==> config.mk <==
export PLATFORM = sky130hd
export DESIGN_NAME = ppq_ctrl
export DESIGN_NICKNAME = d
export VERILOG_FILES = /design/src/sv/ppq_pkg.sv /design/src/sv/ppq_ctrl.sv
export SDC_FILE = /design/constraint.sdc
export NUM_CORES = 1
export LEC_CHECK = 0
export ABC_AREA = 1
export BUFFER_PORTS_ARGS = -buffer_cell sky130_fd_sc_hd__buf_4
export CORE_ASPECT_RATIO = 0.5
export CORE_MARGIN = 2
export CORE_UTILIZATION = 45
export CTS_BUF_LIST = sky130_fd_sc_hd__clkbuf_4 sky130_fd_sc_hd__clkbuf_8 sky130_fd_sc_hd__clkbuf_16
export DETAILED_ROUTE_END_ITERATION = 10
export PLACE_DENSITY = 0.75
export SYNTH_ARGS = -nofsm -noshare
export SYNTH_HDL_FRONTEND = slang
export SYNTH_SLANG_ARGS = --single-unit
==> constraint.sdc <==
create_clock -name i_clk -period 3.5 [get_ports i_clk]
set_input_delay 0.175 -clock i_clk [delete_from_list [all_inputs] [get_ports i_clk]]
set_output_delay 0.175 -clock i_clk [all_outputs]
set_load 0.005 [all_outputs]
==> src/sv/ppq_pkg.sv <==
// ----------------------------------------------------------------------------
// ppq_pkg
// Shared types and constants of the ping-pong ring queue: request and
// response beats, memory command group, register map and defaults.
// ----------------------------------------------------------------------------
package ppq_pkg;

    // Default geometry
    localparam int DEF_BANK_DEPTH = 256;
    localparam int DEF_DATA_WIDTH = 32;

    // Fixed beat field widths
    localparam int REQ_TYPE_W = 1;
    localparam int WORD_W     = 32;

    // Configuration register map
    localparam int   CAP_W          = 9;
    localparam int   ADDR_W         = 3;
    localparam int   APB_DATA_W     = 32;
    localparam logic REG_IDX_CAPACITY = 1'b0;
    localparam logic [CAP_W-1:0] CAPACITY_RESET = 9'd256;

    // Request codes
    localparam logic [REQ_TYPE_W-1:0] REQ_ENQ = 1'b0;
    localparam logic [REQ_TYPE_W-1:0] REQ_DEQ = 1'b1;

    // Input beat
    typedef struct packed {
        logic [REQ_TYPE_W-1:0] req_type;
        logic [WORD_W-1:0]     push_data;
    } t_req;

    // Output beat
    typedef struct packed {
        logic              pop_ok;
        logic [WORD_W-1:0] pop_data;
    } t_rsp;

    // Control group from the pointer logic to the bank memory
    typedef struct packed {
        logic wr_en;
        logic wr_bank;
        logic rd_en;
        logic rd_bank;
    } t_mem_cmd;

endpackage

==> src/sv/ppq_ctrl.sv <==
// ----------------------------------------------------------------------------
// ppq_ctrl
// Bank pointers, full flags and write-bank select; issues memory commands,
// waits for the registered pop data and holds the response beat.
// ----------------------------------------------------------------------------
module ppq_ctrl #(
    parameter int BANK_DEPTH = ppq_pkg::DEF_BANK_DEPTH,
    parameter int DATA_WIDTH = ppq_pkg::DEF_DATA_WIDTH,
    localparam int PTR_W     = $clog2(BANK_DEPTH)
) (
    input  logic                       i_clk,
    input  logic                       i_rst_n,
    input  logic [ppq_pkg::CAP_W-1:0]  i_capacity,
    // request side
    input  logic                       i_in_valid,
    output logic                       o_in_stall,
    input  ppq_pkg::t_req              i_in_data,
    // response side
    output logic                       o_out_valid,
    input  logic                       i_out_stall,
    output ppq_pkg::t_rsp              o_out_data,
    // memory side
    output ppq_pkg::t_mem_cmd          o_cmd,
    output logic [PTR_W-1:0]           o_wr_ptr,
    output logic [PTR_W-1:0]           o_rd_ptr,
    output logic [DATA_WIDTH-1:0]      o_wr_data,
    input  logic [DATA_WIDTH-1:0]      i_rd_data
);

    // Wide enough for the capacity register and for BANK_DEPTH itself
    localparam int DEPTH_W = $clog2(BANK_DEPTH + 1);
    localparam int CW      = (DEPTH_W > ppq_pkg::CAP_W) ? DEPTH_W : ppq_pkg::CAP_W;

    logic [PTR_W-1:0] r_head [2];
    logic [PTR_W-1:0] r_tail [2];
    logic             r_full [2];
    logic             r_wbank;
    logic             r_pend;
    logic             r_pend_ok;
    logic             r_out_valid;
    ppq_pkg::t_rsp    r_out_data;

    logic [PTR_W-1:0] n_head [2];
    logic [PTR_W-1:0] n_tail [2];
    logic             n_full [2];
    logic             n_wbank;

    logic             acc;
    logic             is_enq;
    logic             wb;
    logic             rb;
    logic             ne_wb;
    logic             ne_rb;
    logic             pop_any;
    logic             pop_bank;
    logic             push_full;
    logic             out_free;
    logic [CW-1:0]    cap_raw;
    logic [CW-1:0]    eff_cap;

    // Pointer step: wrap to zero once the increment reaches the capacity
    function automatic logic [PTR_W-1:0] f_adv(input logic [PTR_W-1:0] p,
                                               input logic [CW-1:0]    cap);
        logic [CW-1:0] n;
        n = CW'(p) + CW'(1);
        return (n >= cap) ? '0 : PTR_W'(n);
    endfunction

    // Effective capacity: zero acts as one, clamp at the bank depth
    always_comb begin
        cap_raw = CW'(i_capacity);
        if (cap_raw == '0) begin
            eff_cap = CW'(1);
        end else if (cap_raw > CW'(BANK_DEPTH)) begin
            eff_cap = CW'(BANK_DEPTH);
        end else begin
            eff_cap = cap_raw;
        end
    end

    // Handshake
    assign o_in_stall = r_pend;
    assign acc        = i_in_valid && !r_pend;
    assign is_enq     = (i_in_data.req_type == ppq_pkg::REQ_ENQ);
    assign out_free   = !r_out_valid || !i_out_stall;

    // Bank roles and emptiness
    assign wb       = r_wbank;
    assign rb       = ~r_wbank;
    assign ne_wb    = !((r_tail[wb] == r_head[wb]) && !r_full[wb]);
    assign ne_rb    = !((r_tail[rb] == r_head[rb]) && !r_full[rb]);
    assign pop_any  = ne_rb || ne_wb;
    assign pop_bank = ne_rb ? rb : wb;

    // Next pointer state for the accepted beat
    always_comb begin
        n_head    = r_head;
        n_tail    = r_tail;
        n_full    = r_full;
        n_wbank   = r_wbank;
        push_full = 1'b0;
        if (acc) begin
            if (is_enq) begin
                n_head[wb] = f_adv(r_head[wb], eff_cap);
                push_full  = r_full[wb] || (n_head[wb] == r_tail[wb]);
                n_full[wb] = push_full;
                if (push_full) begin
                    n_wbank = rb;
                end
            end else begin
                // read bank empty: swap roles, old write bank now serves reads
                if (!ne_rb) begin
                    n_wbank = rb;
                end
                if (pop_any) begin
                    n_tail[pop_bank] = f_adv(r_tail[pop_bank], eff_cap);
                    n_full[pop_bank] = 1'b0;
                end
            end
        end
    end

    // Memory commands
    always_comb begin
        o_cmd.wr_en   = acc && is_enq;
        o_cmd.wr_bank = wb;
        o_cmd.rd_en   = acc && !is_enq && pop_any;
        o_cmd.rd_bank = pop_bank;
    end
    assign o_wr_ptr  = r_head[wb];
    assign o_rd_ptr  = r_tail[pop_bank];
    assign o_wr_data = DATA_WIDTH'(i_in_data.push_data);

    // State, pending pop and response register
    always_ff @(posedge i_clk) begin
        if (!i_rst_n) begin
            r_head      <= '{default: '0};
            r_tail      <= '{default: '0};
            r_full      <= '{default: 1'b0};
            r_wbank     <= 1'b0;
            r_pend      <= 1'b0;
            r_out_valid <= 1'b0;
        end else begin
            r_head  <= n_head;
            r_tail  <= n_tail;
            r_full  <= n_full;
            r_wbank <= n_wbank;
            if (acc && !is_enq) begin
                r_pend <= 1'b1;
            end else if (r_pend && out_free) begin
                r_pend <= 1'b0;
            end
            if (r_pend && out_free) begin
                r_out_valid <= 1'b1;
            end else if (r_out_valid && !i_out_stall) begin
                r_out_valid <= 1'b0;
            end
        end
    end

    // Payload registers
    always_ff @(posedge i_clk) begin
        if (acc && !is_enq) begin
            r_pend_ok <= pop_any;
        end
        if (r_pend && out_free) begin
            r_out_data.pop_ok   <= r_pend_ok;
            r_out_data.pop_data <= r_pend_ok ? ppq_pkg::WORD_W'(i_rd_data) : '0;
        end
    end

    assign o_out_valid = r_out_valid;
    assign o_out_data  = r_out_data;

    // Checks
    a_deq_pends: assert property (@(posedge i_clk) disable iff (!i_rst_n)
        (acc && !is_enq) |=> r_pend)
        else $error("dequeue beat did not start a pending read");

    a_valid_from_pend: assert property (@(posedge i_clk) disable iff (!i_rst_n)
        $rose(o_out_valid) |-> $past(r_pend))
        else $error("response raised without a pending read");

    a_one_port_op: assert property (@(posedge i_clk) disable iff (!i_rst_n)
        !(o_cmd.wr_en && o_cmd.rd_en))
        else $error("memory read and write issued together");

    a_fail_zero: assert property (@(posedge i_clk) disable iff (!i_rst_n)
        (o_out_valid && !o_out_data.pop_ok) |-> (o_out_data.pop_data == '0))
        else $error("failed pop carries nonzero data");

endmodule

==> flow_metrics.tcl <==
set metrics [dict create \
    yosys.area_share.simple 0.283 \
    synthXorXnorAreaFrac 0.0106 \
    ys_ff_latch 71 \
    end_kind "flop" \
    worst_ep_required_time_ps 3770 \
    power_density_mw_per_mm2 934 \
    synth_nets 785 \
    power_leakage_nw 3.37 \
    grt_first_pass_wirelength_um 23400 \
    grt_pass1_vias 4723 \
    timing.hold.ws_ps 93.1 \
    fin_crit_ps 3780 \
    vias_per_cell 5.21 \
    fin_setup_tns_ps -3910 \
    ant_nets 0 \
    synthCells 687 \
    syn_area_per_cell_um2 7.24 \
    row_count 27 \
    die_w_um 153 \
    h-tree-depth 3 \
    dieArea_mm2 0.0120 \
    hold_viol_final 0 \
    route.detailed.drc 0 \
    dr_wl_met2_um 7120 \
    crit_slowest_cell "dfxtp_4" \
    fin_skew_ps 8.68 \
    cts_tree "yes" \
    final_cell_mix "168 x buf_4, 166 x nand2_1, 94 x inv_1" \
    clk_path_buf_depth 2 \
    nNetsFinal 923 \
    detail_route.first_pass.iterations 5 \
    io-pin-count 165 \
    crit_type "reg -> reg" \
    final_common_cell "buf_4" \
    dr_total_vias 5081 \
    synth_mux_area_frac 0 \
    overflow 0 \
    synth.top_cell.area_share 0.205 \
    cap_violations 0 \
    path_clk_slew_ps 60 \
    wl_met3_um 1360 \
    path_buf_inv 6 \
    wire_per_inst_um 15.6 \
    rsz0062_at_grt "true" \
    timing.fmax_mhz 265 \
    ir_drop_mv 0.495 \
    synthTopCellsByArea "edfxtp_1 21%, dfxtp_1 15%, nand2_1 15%" \
    critPathArrivalTime_ps 4050 \
    grtUsageTotal 0.246 \
    core_area_mm2 0.0109 \
    grt_max_degree 37 \
    worst_slew_pin_slew_ps 1020 \
    hold_path_class "in -> reg" \
    finalCoreUtilization 0.645 \
    synth_top_family_by_area "simple AND/OR/NAND/NOR gates" \
    dp.cells 943 \
    finalCritPeriodShare 1.08 \
    top_layer "met4" \
    num_antenna_cells 0 \
    ys_warn_count 0 \
    cpMostUsedCell "nand2_1" \
    violations "setup timing" \
    initialDrtViolationCount 305 \
    cts_sinks 71 \
    final-setup-viol-count 18 \
    finalMaxSlewViolations 0 \
    synth-adder-area-share 0.0503 \
    drive_above_1_share 0.402 \
    worstSetupStartpointType "flop" \
    antenna_found_initial 0 \
    seq_area_frac_synth 0.354 \
    synth_cell_types 43 \
    routed_wl_um 15200 \
    portBuffers 100 \
    cp_slowest_stage_delay_ps 470 \
    worst_slack_ps -276 \
    crit_path_max_fanout 9 \
    status "finished with violations" \
    synth-compound-area-share 0.136 \
    insertion_delay_ps 340 \
    cts-root-buf "clkbuf_16" \
    yosys.area.top_type "edfxtp_1" \
    dp_hpwl_um 10400 \
    cp_top_family "simple AND/OR/NAND/NOR gates" \
    met1_length_um 6220 \
    place_congestion 0.878 \
    stdcell_count 975 \
    synth_area_mm2 0.00497 \
    cts-hold-fix-buffers 0 \
    area_delta_synth_final_pct 41.2 \
    numCtsBuffers 9 \
    die_h_um 78.3 \
    initial_core_util 0.457 \
    relSlewSlack 0.323 \
]
-- path summary, 6_finish.rpt --
| check | startpoint | to | slack [ps] | cells after the start |
|---|---|---|---|---|
| max | r_wbank | r_tail[13] | -280 | 28 |
| min | i_rd_data[14] | o_out_data[14] | 90 | 3 |
| max reg2reg | r_wbank | r_tail[13] | -280 | 28 |
| min reg2reg | r_full[1] | r_full[1] | 520 | 2 |
-- worst min-delay path, stage by stage --
cell and delay [ps]:
buf_4 70, nand2_1 40, inv_1 40
-- what timing repair did --
item,CTS,global route
gates resized for setup,37,72
cloned,5,0
setup endpoints to repair,19,19
setup buffers,8,5
pin swaps,35,34
-- sequential cells by signal (all words and copies together), names as in the netlist --
signal / count
o_out_data: 33
r_tail: 16
r_head: 16
r_wbank: 1
o_in_stall: 1
r_full: 2
o_out_valid: 1
r_pend_ok: 1
-- metrics by stage --
step           setup WS [ps]  total power [mW]  instance area (um^2)
2_1_floorplan          -38.2              3.50                  5050
3_3_place_gp            -109              4.55                  6090
3_5_place_dp            -268              4.64                  6090
4_1_cts                 -149              6.07                  6770
5_1_grt                 -418              6.94                  7020
6_report                -276              6.56                  7020
-- power by group --
group | internal [mW] | leakage [nW] | switching, mW
logic | 2.01 | 2.60 | 2.43
registers | 1.00 | 0.613 | 0.130
clock network | 0.629 | 0.154 | 0.352
-- Yosys cell counts, drive strengths merged --
library cell and count:
nor2 33, and2 3, nand3 36, o22ai 2, xor2 3, nand3b 2
dfxtp 37, o21bai 1, a21oi 48, nor3 3, clkbuf 8, buf 47
xnor2 3, a21o 1, edfxtp 34, o211ai 1, nand4 6, nor4 2
or2 4, o21ai 63, nand2 219, o21a 4, inv 105, o2bb2ai 1
ha 20, o31ai 1
-- per-layer routing --
| metal | up-vias | GRT usage |
|---|---|---|
| met1 | 2309 | 0.308 |
| met4 | 0 | 0.105 |
| met2 | 278 | 0.417 |
| li1 | 2437 | - |
| met3 | 57 | 0.0497 |
| met5 | - | 0 |
-- cell type report --
type,instances,area (um^2)
fill,909,3860
clock inverter,6,85.1
multi-input combinational,456,2850
timing repair buffer,182,1510
tap,145,181
sequential,71,1770
inverter,105,402
clock buffer,10,233
-- cell families (layout without fill, tap and decap cells) --
kind of cell,after synthesis,count (layout)
AOI/OAI and AO/OA,122,122
and+or+nand+nor,308,308
DFF,71,71
xor gates and xnor gates,6,6
adders and majority gates,20,20
buffers and inverters,160,303
Note: power is estimated with default switching activity, not from simulation.
